--- src/hw/rtl/tesp_pkg.sv ---
// Package with the types and codes of the triangle edge split emitter.
package tesp_pkg;

	localparam int ID_BITS = 24;

	typedef logic [ID_BITS-1:0] id_t;
	typedef logic [1:0] kind_t;
	typedef logic [1:0] rot_t;

	// Number of split edges; it is also the index of the last triangle of a run.
	localparam kind_t KIND_NONE  = 2'd0;
	localparam kind_t KIND_ONE   = 2'd1;
	localparam kind_t KIND_TWO   = 2'd2;
	localparam kind_t KIND_THREE = 2'd3;

	// A classified triangle with corners and midpoints already rotated.
	typedef struct packed {
		id_t [2:0] corner;
		id_t [2:0] mid;
		kind_t     kind;
	} entry_t;

endpackage

--- src/hw/rtl/triangle_edge_split_emitter.sv ---
// The first triangle of an item passes the front stage register, the queue and the
// output register of the back stage. Throughput: one triangle per cycle while the output
// is not stalled, as the back stage emitter sets; an item yields one to four triangles.
// A two-entry queue lets the front keep accepting while the output is stalled.
// Reset is asynchronous and active low; it empties every stage and the queue.
module triangle_edge_split_emitter import tesp_pkg::*; (
	input  logic clk,
	input  logic arst_n,
	input  logic in_valid,
	output logic in_stall,
	input  id_t  corner_a,
	input  id_t  corner_b,
	input  id_t  corner_c,
	input  id_t  mid_zero,
	input  id_t  mid_one,
	input  id_t  mid_two,
	input  logic split_zero,
	input  logic split_one,
	input  logic split_two,
	output logic out_valid,
	input  logic out_stall,
	output id_t  out_first,
	output id_t  out_second,
	output id_t  out_third,
	output logic last_in_run
);

	logic   push;
	entry_t push_entry;
	logic   queue_full;
	logic   pop;
	logic   head_valid;
	entry_t head;

	tesp_front u_front (
		.clk        (clk),
		.arst_n     (arst_n),
		.in_valid   (in_valid),
		.in_stall   (in_stall),
		.corner_a   (corner_a),
		.corner_b   (corner_b),
		.corner_c   (corner_c),
		.mid_zero   (mid_zero),
		.mid_one    (mid_one),
		.mid_two    (mid_two),
		.split_zero (split_zero),
		.split_one  (split_one),
		.split_two  (split_two),
		.push       (push),
		.push_entry (push_entry),
		.queue_full (queue_full)
	);

	tesp_queue u_queue (
		.clk        (clk),
		.arst_n     (arst_n),
		.push       (push),
		.push_entry (push_entry),
		.full       (queue_full),
		.pop        (pop),
		.head_valid (head_valid),
		.head       (head)
	);

	tesp_back u_back (
		.clk         (clk),
		.arst_n      (arst_n),
		.head_valid  (head_valid),
		.head        (head),
		.pop         (pop),
		.out_valid   (out_valid),
		.out_stall   (out_stall),
		.out_first   (out_first),
		.out_second  (out_second),
		.out_third   (out_third),
		.last_in_run (last_in_run)
	);

endmodule

--- src/hw/rtl/tesp_front.sv ---
// Front stage: accepts triangles, counts split edges and rotates the corners.
module tesp_front import tesp_pkg::*; (
	input  logic   clk,
	input  logic   arst_n,
	input  logic   in_valid,
	output logic   in_stall,
	input  id_t    corner_a,
	input  id_t    corner_b,
	input  id_t    corner_c,
	input  id_t    mid_zero,
	input  id_t    mid_one,
	input  id_t    mid_two,
	input  logic   split_zero,
	input  logic   split_one,
	input  logic   split_two,
	output logic   push,
	output entry_t push_entry,
	input  logic   queue_full
);

	logic      valid_s1;
	entry_t    entry_s1;
	logic [2:0] split;
	logic [2:0] odd;
	kind_t     kind;
	rot_t      rot;
	entry_t    entry_d;

	assign split = {split_two, split_one, split_zero};
	assign kind  = kind_t'({1'b0, split[0]} + {1'b0, split[1]} + {1'b0, split[2]});

	// The edge that differs from the other two sets the rotation.
	always_comb begin
		odd = (kind == KIND_TWO) ? ~split : split;
		rot = 2'd0;
		if (kind == KIND_ONE || kind == KIND_TWO) begin
			if (odd[1]) begin
				rot = 2'd1;
			end else if (odd[2]) begin
				rot = 2'd2;
			end
		end
	end

	always_comb begin
		entry_d.kind = kind;
		unique case (rot)
			2'd1: begin
				entry_d.corner = {corner_a, corner_c, corner_b};
				entry_d.mid    = {mid_zero, mid_two, mid_one};
			end
			2'd2: begin
				entry_d.corner = {corner_b, corner_a, corner_c};
				entry_d.mid    = {mid_one, mid_zero, mid_two};
			end
			default: begin
				entry_d.corner = {corner_c, corner_b, corner_a};
				entry_d.mid    = {mid_two, mid_one, mid_zero};
			end
		endcase
	end

	assign push       = valid_s1 && !queue_full;
	assign in_stall   = valid_s1 && queue_full;
	assign push_entry = entry_s1;

	always_ff @(posedge clk or negedge arst_n) begin
		if (!arst_n) begin
			valid_s1 <= 1'b0;
		end else if (!in_stall) begin
			valid_s1 <= in_valid;
		end
	end

	always_ff @(posedge clk) begin
		if (in_valid && !in_stall) begin
			entry_s1 <= entry_d;
		end
	end

endmodule

--- src/hw/rtl/tesp_queue.sv ---
// Two-entry queue between the front stage and the triangle emitter.
module tesp_queue import tesp_pkg::*; (
	input  logic   clk,
	input  logic   arst_n,
	input  logic   push,
	input  entry_t push_entry,
	output logic   full,
	input  logic   pop,
	output logic   head_valid,
	output entry_t head
);

	entry_t     slot_q [2];
	logic       wr_ptr_q;
	logic       rd_ptr_q;
	logic [1:0] count_q;

	assign full       = (count_q == 2'd2);
	assign head_valid = (count_q != 2'd0);
	assign head       = slot_q[rd_ptr_q];

	always_ff @(posedge clk or negedge arst_n) begin
		if (!arst_n) begin
			wr_ptr_q <= 1'b0;
			rd_ptr_q <= 1'b0;
			count_q  <= 2'd0;
		end else begin
			if (push) begin
				wr_ptr_q <= ~wr_ptr_q;
			end
			if (pop) begin
				rd_ptr_q <= ~rd_ptr_q;
			end
			if (push && !pop) begin
				count_q <= count_q + 2'd1;
			end else if (pop && !push) begin
				count_q <= count_q - 2'd1;
			end
		end
	end

	always_ff @(posedge clk) begin
		if (push) begin
			slot_q[wr_ptr_q] <= push_entry;
		end
	end

endmodule

--- src/hw/rtl/tesp_back.sv ---
// Back stage: emits the refined triangles of the queue head, one per cycle while out_stall is low.
module tesp_back import tesp_pkg::*; (
	input  logic   clk,
	input  logic   arst_n,
	input  logic   head_valid,
	input  entry_t head,
	output logic   pop,
	output logic   out_valid,
	input  logic   out_stall,
	output id_t    out_first,
	output id_t    out_second,
	output id_t    out_third,
	output logic   last_in_run
);

	logic [1:0] step_q;
	logic       out_valid_q;
	id_t        first_q;
	id_t        second_q;
	id_t        third_q;
	logic       last_q;
	logic       load;
	logic       final_step;
	id_t        tri_a;
	id_t        tri_b;
	id_t        tri_c;

	assign load       = !out_valid_q || !out_stall;
	assign final_step = (step_q == head.kind);
	assign pop        = head_valid && load && final_step;

	always_comb begin
		tri_a = head.corner[0];
		tri_b = head.corner[1];
		tri_c = head.corner[2];
		unique case (head.kind)
			KIND_NONE: begin
				tri_a = head.corner[0];
			end
			KIND_ONE: begin
				if (step_q == 2'd0) begin
					tri_a = head.corner[2];
				end else begin
					tri_a = head.corner[0];
				end
				tri_b = head.corner[1];
				tri_c = head.mid[0];
			end
			KIND_TWO: begin
				case (step_q)
					2'd0: begin
						tri_a = head.corner[1];
						tri_b = head.mid[1];
						tri_c = head.mid[2];
					end
					2'd1: begin
						tri_a = head.corner[0];
						tri_b = head.mid[2];
						tri_c = head.mid[1];
					end
					default: begin
						tri_a = head.corner[0];
						tri_b = head.corner[2];
						tri_c = head.mid[2];
					end
				endcase
			end
			KIND_THREE: begin
				case (step_q)
					2'd0: begin
						tri_a = head.corner[0];
						tri_b = head.mid[1];
						tri_c = head.mid[0];
					end
					2'd1: begin
						tri_a = head.mid[1];
						tri_b = head.corner[1];
						tri_c = head.mid[2];
					end
					2'd2: begin
						tri_a = head.mid[0];
						tri_b = head.mid[2];
						tri_c = head.corner[2];
					end
					default: begin
						tri_a = head.mid[1];
						tri_b = head.mid[2];
						tri_c = head.mid[0];
					end
				endcase
			end
			default: begin
				tri_a = head.corner[0];
			end
		endcase
	end

	always_ff @(posedge clk or negedge arst_n) begin
		if (!arst_n) begin
			out_valid_q <= 1'b0;
			step_q      <= 2'd0;
		end else if (load) begin
			out_valid_q <= head_valid;
			if (head_valid) begin
				step_q <= final_step ? 2'd0 : step_q + 2'd1;
			end
		end
	end

	always_ff @(posedge clk) begin
		if (load && head_valid) begin
			first_q  <= tri_a;
			second_q <= tri_b;
			third_q  <= tri_c;
			last_q   <= final_step;
		end
	end

	assign out_valid   = out_valid_q;
	assign out_first   = first_q;
	assign out_second  = second_q;
	assign out_third   = third_q;
	assign last_in_run = last_q;

endmodule

--- config.mk ---
export PLATFORM = sky130hd
export DESIGN_NAME = triangle_edge_split_emitter
export DESIGN_NICKNAME = d
export VERILOG_FILES = /design/src/hw/rtl/tesp_pkg.sv /design/src/hw/rtl/triangle_edge_split_emitter.sv /design/src/hw/rtl/tesp_front.sv /design/src/hw/rtl/tesp_queue.sv /design/src/hw/rtl/tesp_back.sv
export SDC_FILE = /design/constraint.sdc
export NUM_CORES = 1
export LEC_CHECK = 0
export ABC_AREA = 1
export ABC_CLOCK_PERIOD_IN_PS = 10700
export BUFFER_PORTS_ARGS = -buffer_cell sky130_fd_sc_hd__buf_2
export CAP_MARGIN = 20
export CORE_MARGIN = 1.5
export CORE_UTILIZATION = 50
export CTS_BUF_LIST = sky130_fd_sc_hd__clkbuf_16
export DETAILED_ROUTE_END_ITERATION = 7
export PLACE_DENSITY = 0.71
export SKIP_CTS_REPAIR_TIMING = 1
export SYNTH_ARGS = -nofsm -noshare
export SYNTH_HDL_FRONTEND = slang
export SYNTH_HIERARCHICAL = 1
export SYNTH_SLANG_ARGS = --single-unit
export TNS_END_PERCENT = 10
--- constraint.sdc ---
create_clock -name clk -period 10.7 [get_ports clk]
set_clock_uncertainty 0.2 [all_clocks]
set_input_delay 0.535 -clock clk [delete_from_list [all_inputs] [get_ports clk]]
set_output_delay 0.535 -clock clk [all_outputs]
set_load 0.03 [all_outputs]
==> results of run 1 <==
worst paths after layout:
kind                                             startpoint                                 to  slack (ns)
hold reg to reg            u_front/push_entry[71]$_DFFE_PP_    u_queue/slot_q[0][71]$_DFFE_PP_        0.24
setup reg to reg               u_queue/rd_ptr_q$_DFFE_PN0P_     u_back/out_first[18]$_DFFE_PP_        6.93
max in group asynchronous                            arst_n       u_queue/rd_ptr_q$_DFFE_PN0P_        9.92
min in group asynchronous                            arst_n       u_back/step_q[0]$_DFFE_PN0P_        0.14
hold / removal                                     in_valid       u_front/valid_s1$_DFFE_PN0N_       -0.02
setup / recovery                                 split_zero  u_front/push_entry[114]$_DFFE_PP_        6.83
power breakdown:
| group | total [W] | switching [W] | internal [W] |
|---|---|---|---|
| sequential | 0.00351 | 0.000291 | 0.00322 |
| combinational | 0.00384 | 0.00273 | 0.00111 |
| clock | 0.00172 | 0.000754 | 0.000962 |
per-stage QoR:
step           total power (W)  cells   util
2_1_floorplan          0.00625   2415      -
3_3_place_gp           0.00717   3170  0.530
3_5_place_dp           0.00729   3170  0.530
4_1_cts                0.00903   3264  0.562
5_1_grt                0.00952   3267  0.563
6_report               0.00906   3268  0.563
worst max-delay path, cell delays in order:
cell and delay [ns]:
buf_2 0.09, inv_1 0.05, fa_1 0.52, ha_1 0.41, inv_2 0.15, nand2_1 0.10
nor2_4 0.77, buf_4 0.89, nand3_1 0.20, nand3_1 0.17
layout by cell type (no fill, tap or decap), drive strengths merged, types with 22 or more instances in the layout:
| master | netlist | final |
|---|---|---|
| nand4 | 49 | 49 |
| buf | 147 | 248 |
| a21oi | 51 | 51 |
| clkinv | 0 | 22 |
| edfxtp | 511 | 511 |
| nand2 | 731 | 731 |
| inv | 86 | 100 |
| nor2 | 74 | 74 |
| o211ai | 24 | 24 |
| mux2 | 146 | 146 |
| clkbuf | 17 | 54 |
| nand3 | 543 | 543 |
cell type report:
class,count,area share
timing repair buffer,250,0.0476
tap,672,0.0299
clock inverter,40,0.00925
sequential,519,0.553
antenna,1,0.0000890
inverter,86,0.0116
clock buffer,54,0.0480
multi-input combinational,1646,0.301
state kept, by name (all words and copies together), names as in the netlist, 2 cells and up:
name                count
u_back/out_first       24
u_back/out_second      24
u_back/out_third       24
u_back/step_q           2
u_front/push_entry    146
u_queue/count_q         2
u_queue/slot_q        292
logic make-up after synthesis:
group / Yosys count
simple gates: 1398
compound gates: 91
buf+inv: 250
flops: 519
xor+xnor: 3
mux: 146
fa+ha+maj: 8
per-layer routing:
layer,track usage,vias up,part of all wire
li1,-,8781,-
met1,0.297,9324,0.36
met2,0.478,941,0.54
met3,0.0316,188,0.061
met4,0.122,2,0.044
met5,0,-,0.00018
==> flow_metrics.py, run 1 <==
metrics = {
    "hold_path": {
        "min_path_type": "in -> reg",
        "min_path_cells": 3,
    },
    "synthesis": {
        "synth-seq-cells": 519,
        "yosys.area_share.simple": 0.242,
        "synth_top_family_by_area": "simple AND/OR/NAND/NOR gates",
        "synthAdderAreaFrac": 0.00427,
        "synthFlopType": "edfxtp_1",
        "yosys.area.top_type_share": 0.608,
        "synth_async_sr_flop_share": 0.0154,
        "ys_warn_count": 6,
        "netlist_area_mm2": 0.0252,
        "synth_cells": 2415,
        "synth_most_common_cell": "nand2_1",
        "synthMuxAreaShare": 0.0652,
        "synthXorXnorAreaFrac": 0.00104,
        "ys_seq_area_frac": 0.616,
        "synth_area_leaders": "edfxtp_1 61%, nand2_1 11%, nand3_1 11%, mux2_2 6.5%, buf_2 2.2%",
        "avgSynthCellArea_um2": 10.4,
        "yosysTopAreaCell": "edfxtp_1",
        "yosys.cell_types.count": 28,
        "synth_compound_area_frac": 0.0204,
        "ys_top_cells_by_count": "728 x nand2_1, 541 x nand3_1, 511 x edfxtp_1",
        "synth_edf_count": 511,
        "synthesis.nets": 2574,
    },
    "routing": {
        "wirelength_um": 68000,
        "drc": 0,
        "vias": 19200,
        "ant_nets": 0,
        "viasPerCell": 5.89,
        "wl_per_cell_um": 20.8,
        "drtIter0Drc": 2144,
        "dr.pass1.iters": 6,
    },
    "floorplanning": {
        "die_area_mm2": 0.0518,
        "core-area_mm2": 0.0500,
        "rows": 82,
        "floorplan.initialDensity": 0.505,
        "ios": 226,
        "die_height_um": 228,
        "die_w_um": 228,
    },
    "clock_network": {
        "cts.sinks": 519,
        "clk_pin_slew_ns": 0.06,
        "cts_tree": "yes",
        "cts_buffers": 53,
        "clockBufferDepth": 3,
        "insertion_delay_ns": 0.60,
        "clockRootBuffer": "clkbuf_16",
        "cts_max_level": 2,
    },
    "finish": {
        "seq_area_mm2": 0.0155,
        "synthToLayoutAreaGrowth_pct": 11.5,
        "finalNetCount": 2715,
        "design_area_mm2": 0.0281,
        "multiInputGateArea_mm2": 0.00845,
        "drive_gt1_frac": 0.189,
        "fill_cells": 4200,
    },
    "critical_path": {
        "r2r_cells": 7,
        "cp.arrival_ns": 4.13,
        "crit_path_end_kind": "flip-flop",
        "worst-setup-path-type": "in -> reg",
        "cp.required_ns": 10.96,
        "cp_max_fo": 96,
        "worstSetupStartpointType": "input port",
    },
    "outcome": {
        "violations": "negative hold slack",
        "status": "finished with violations",
    },
    "placement": {
        "numPortBuffers": 225,
        "gp_congestion": 0.910,
        "hpwl_um": 44300,
        "placed_cell_area_mm2": 0.0265,
        "dp_slack_ns": 6.33,
    },
    "timing": {
        "period_minus_slack_ns": 3.87,
        "drv_slew": 0,
        "final.setup.tns_ns": 0,
        "worst_pin_slew_ns": 1.19,
        "final_hold_viol_count": 1,
        "max_freq_ghz": 0.258,
        "period_share": 0.362,
        "rsz0062_at_grt": "no",
        "setup_viol": 0,
        "whs_ns": -0.0213,
        "slew_headroom": 0.206,
        "fin_ws_ns": 6.83,
    },
    "power": {
        "p_leak_nw": 11.0,
        "peakVddDrop_mv": 0.171,
        "powerDensity_mw_per_mm2": 322,
    },
    "grt": {
        "grt-ovfl-total": 0,
        "grt_usage": 0.259,
        "grt_max_degree": 112,
        "antenna_found_initial": 2,
        "grt_pass1_wl_um": 101000,
        "grt_pass1_vias": 18000,
    },
    "job": {
        "cap_violations": 0,
    },
}
(Power assumes the default switching activity.)
==> run 2, diff against run 1 <==
Settings changed: ABC_AREA 1 to 0, ABC_CLOCK_PERIOD_IN_PS 10700 to 3900.
Clock period 10.7 ns to 3.9 ns, I/O delays scaled along.
==> flow_metrics.py, run 2 <==
metrics = {
    "clock_network": {
        "clk_pin_slew_ns": 0.06,
        "cts_tree": "yes",
        "cts_max_level": 2,
        "clockRootBuffer": "clkbuf_16",
        "cts.sinks": 519,
        "insertion_delay_ns": 0.63,
        "clockBufferDepth": 3,
        "cts_buffers": 53,
    },
    "timing": {
        "slew_headroom": 0.291,
        "setup_viol": 0,
        "rsz0062_at_grt": "no",
        "worst_pin_slew_ns": 1.06,
        "period_share": 0.896,
        "whs_ns": -0.00924,
        "final_hold_viol_count": 1,
        "max_freq_ghz": 0.286,
        "drv_slew": 0,
        "period_minus_slack_ns": 3.49,
    },
    "critical_path": {
        "crit_path_end_kind": "flip-flop",
        "worstSetupStartpointType": "input port",
        "worst-setup-path-type": "in -> reg",
        "r2r-start": "u_queue/rd_ptr_q$_DFFE_PN0P_",
        "r2r_cells": 4,
        "ff2ff_setup_slack_ns": 0.66,
        "cp_max_fo": 73,
        "reg2reg_to": "u_back/out_first[1]$_DFFE_PP_",
        "cp.required_ns": 4.19,
        "cp.arrival_ns": 3.78,
    },
    "power": {
        "p_leak_nw": 11.6,
        "p_comb_frac": 0.465,
        "swShare": 0.407,
        "peakVddDrop_mv": 0.650,
        "powerDensity_mw_per_mm2": 837,
        "p_total_w": 0.0266,
        "p_switching_w": 0.0108,
        "pwr-share-clk": 0.181,
        "seq_power_share": 0.354,
        "p_int_w": 0.0158,
    },
    "floorplanning": {
        "ios": 226,
        "rows": 84,
        "die_height_um": 233,
        "die_w_um": 233,
        "core-area_mm2": 0.0524,
        "floorplan.initialDensity": 0.504,
        "die_area_mm2": 0.0542,
    },
    "synthesis": {
        "synth_most_common_cell": "edfxtp_1",
        "avgSynthCellArea_um2": 12.3,
        "synth_async_sr_flop_share": 0.0154,
        "synth_area_leaders": "edfxtp_1 58%, mux2_2 6.2%, a32oi_1 4.8%, o221a_2 3.6%, nor2_1 3.0%",
        "ys_top_cells_by_count": "511 x edfxtp_1, 209 x nor2_1, 177 x inv_1",
        "ys_warn_count": 6,
        "yosys.cell_types.count": 45,
        "yosysTopAreaCell": "edfxtp_1",
        "synth_edf_count": 511,
        "synth-seq-cells": 519,
        "synthesis.nets": 2311,
        "yosys.area.top_type_share": 0.581,
        "netlist_area_mm2": 0.0264,
        "synthFlopType": "edfxtp_1",
        "ys_seq_area_frac": 0.588,
        "synth_cells": 2152,
    },
    "grt": {
        "met3_usage": 0.0425,
        "top_usage_layer": "met2",
        "grt_pass1_vias": 18000,
        "grt_pass1_wl_um": 109000,
        "antenna_found_initial": 8,
        "grt_usage": 0.268,
        "grtUsageMet2": 0.448,
        "grt_max_degree": 145,
        "met1_usage": 0.347,
        "grt-ovfl-total": 0,
    },
    "finish": {
        "design_area_mm2": 0.0317,
        "mostFrequentLayoutCell": "edfxtp_1",
        "top_register": "u_queue/slot_q",
        "layout_common_cells": "511 x edfxtp_1, 225 x buf_2, 212 x dlygate4sd3_1",
        "largest_reg_flops": 292,
        "drive_gt1_frac": 0.234,
        "synthToLayoutAreaGrowth_pct": 20.1,
        "stdcell_count": 3225,
        "finalNetCount": 2647,
    },
    "placement": {
        "placed_cell_area_mm2": 0.0279,
        "placed_cells": 2909,
        "numPortBuffers": 225,
        "gp_congestion": 0.912,
        "hpwl_um": 51000,
    },
    "routing": {
        "drc": 0,
        "vias": 20300,
        "ant_nets": 0,
        "viasPerCell": 6.29,
        "drtIter0Drc": 2895,
        "dr.pass1.iters": 8,
        "wirelength_um": 77200,
        "wl_per_cell_um": 23.9,
    },
    "job": {
        "cap_violations": 0,
    },
    "outcome": {
        "violations": "negative hold slack",
        "status": "finished with violations",
    },
    "hold_path": {
        "min_path_type": "in -> reg",
        "min_to": "u_front/push_entry[0]$_DFFE_PP_",
        "min_path_cells": 4,
        "hp-start": "split_one",
    },
}
## run 2: changes by cell type after synthesis, sizes merged, moves of 92 or more
cell / before / now
nor2: 74 / 209
a32oi: 0 / 144
o21ai: 16 / 119
inv: 86 / 178
nand3: 543 / 9
nand2: 731 / 95
o221a: 0 / 144
## run 2: worst max-delay path by stage
| stage | start | end | slack, ns | depth (start not counted) |
|---|---|---|---|---|
| after floorplan | u_queue/count_q[1]$_DFFE_PN0P_ | u_queue/slot_q[0][0]$_DFFE_PP_ | -1.34 | 3 |
| after global placement | split_zero | u_front/push_entry[140]$_DFFE_PP_ | 0.64 | 8 |
| after detailed placement | split_zero | u_front/push_entry[124]$_DFFE_PP_ | 0.46 | 8 |
| after CTS | u_queue/rd_ptr_q$_DFFE_PN0P_ | u_back/out_first[1]$_DFFE_PP_ | 0.85 | 4 |
| after global routing | split_zero | u_front/push_entry[120]$_DFFE_PP_ | 0.33 | 9 |
| final | split_zero | u_front/push_entry[126]$_DFFE_PP_ | 0.41 | 9 |
## run 2: layer usage
| metal | part of all wire | up-vias | wire length [um] |
|---|---|---|---|
| met3 | 0.069 | 178 | 5290 |
| met4 | 0.038 | 12 | 2900 |
| met5 | 0.0011 | - | 84 |
| met2 | 0.50 | 1065 | 38600 |
| met1 | 0.39 | 9987 | 30300 |
| li1 | - | 9055 | - |
## run 2: cell type report
cell class | count | area [um^2]
clock buffers | 53 | 1330
flip-flops and latches | 519 | 15500
inverters | 178 | 668
clock inverters | 47 | 332
fillers | 3933 | 20700
diodes | 4 | 10.0
repair buffers | 479 | 3700
well taps | 688 | 861
multi-input cells | 1257 | 9280
## run 2: through the flow
| step | TNS, ns | hold WS, ns | util | worst slack, ns |
|---|---|---|---|---|
| after CTS | 0 | -0.775 | 0.564 | 0.852 |
| after detailed placement | 0 | -0.134 | 0.533 | 0.457 |
| final | 0 | -0.00924 | 0.605 | 0.407 |
| after global routing | 0 | 0.0144 | 0.605 | 0.333 |
| after global placement | 0 | -0.135 | 0.533 | 0.639 |
| after floorplan | -332.70 | -0.301 | - | -1.34 |
## run 2: kinds of logic (layout without fill, tap and decap cells)
family	after synthesis	after routing	share of synthesized area
AO/OA/AOI/OAI	671	671	0.201
XOR/XNOR	8	8	0.00265
adder cells (fa/ha/maj)	8	8	0.00407
buffers and inverters	376	757	0.0637
flip-flops	519	519	0.588
multiplexers	184	184	0.0766
other	0	4	0
AND/OR/NAND/NOR	386	386	0.0633
## run 2: power groups by stage
stage	sequential, W	clock (W)	combinational [W]
6_report	0.00941	0.00481	0.0123
5_1_grt	0.00956	0.00509	0.0130
4_1_cts	0.00941	0.00488	0.0117
3_5_place_dp	0.00952	0	0.0117
3_3_place_gp	0.00943	0	0.0115
2_1_floorplan	0.0103	0	0.00728
## run 2: critical path, stage by stage
cell	delay, ns
buf_2	0.09
inv_1	0.05
fa_1	0.54
ha_4	0.19
xnor2_1	0.23
a211o_4	0.62
buf_4	0.75
o221a_1	0.34
dlygate4sd3_1	0.58
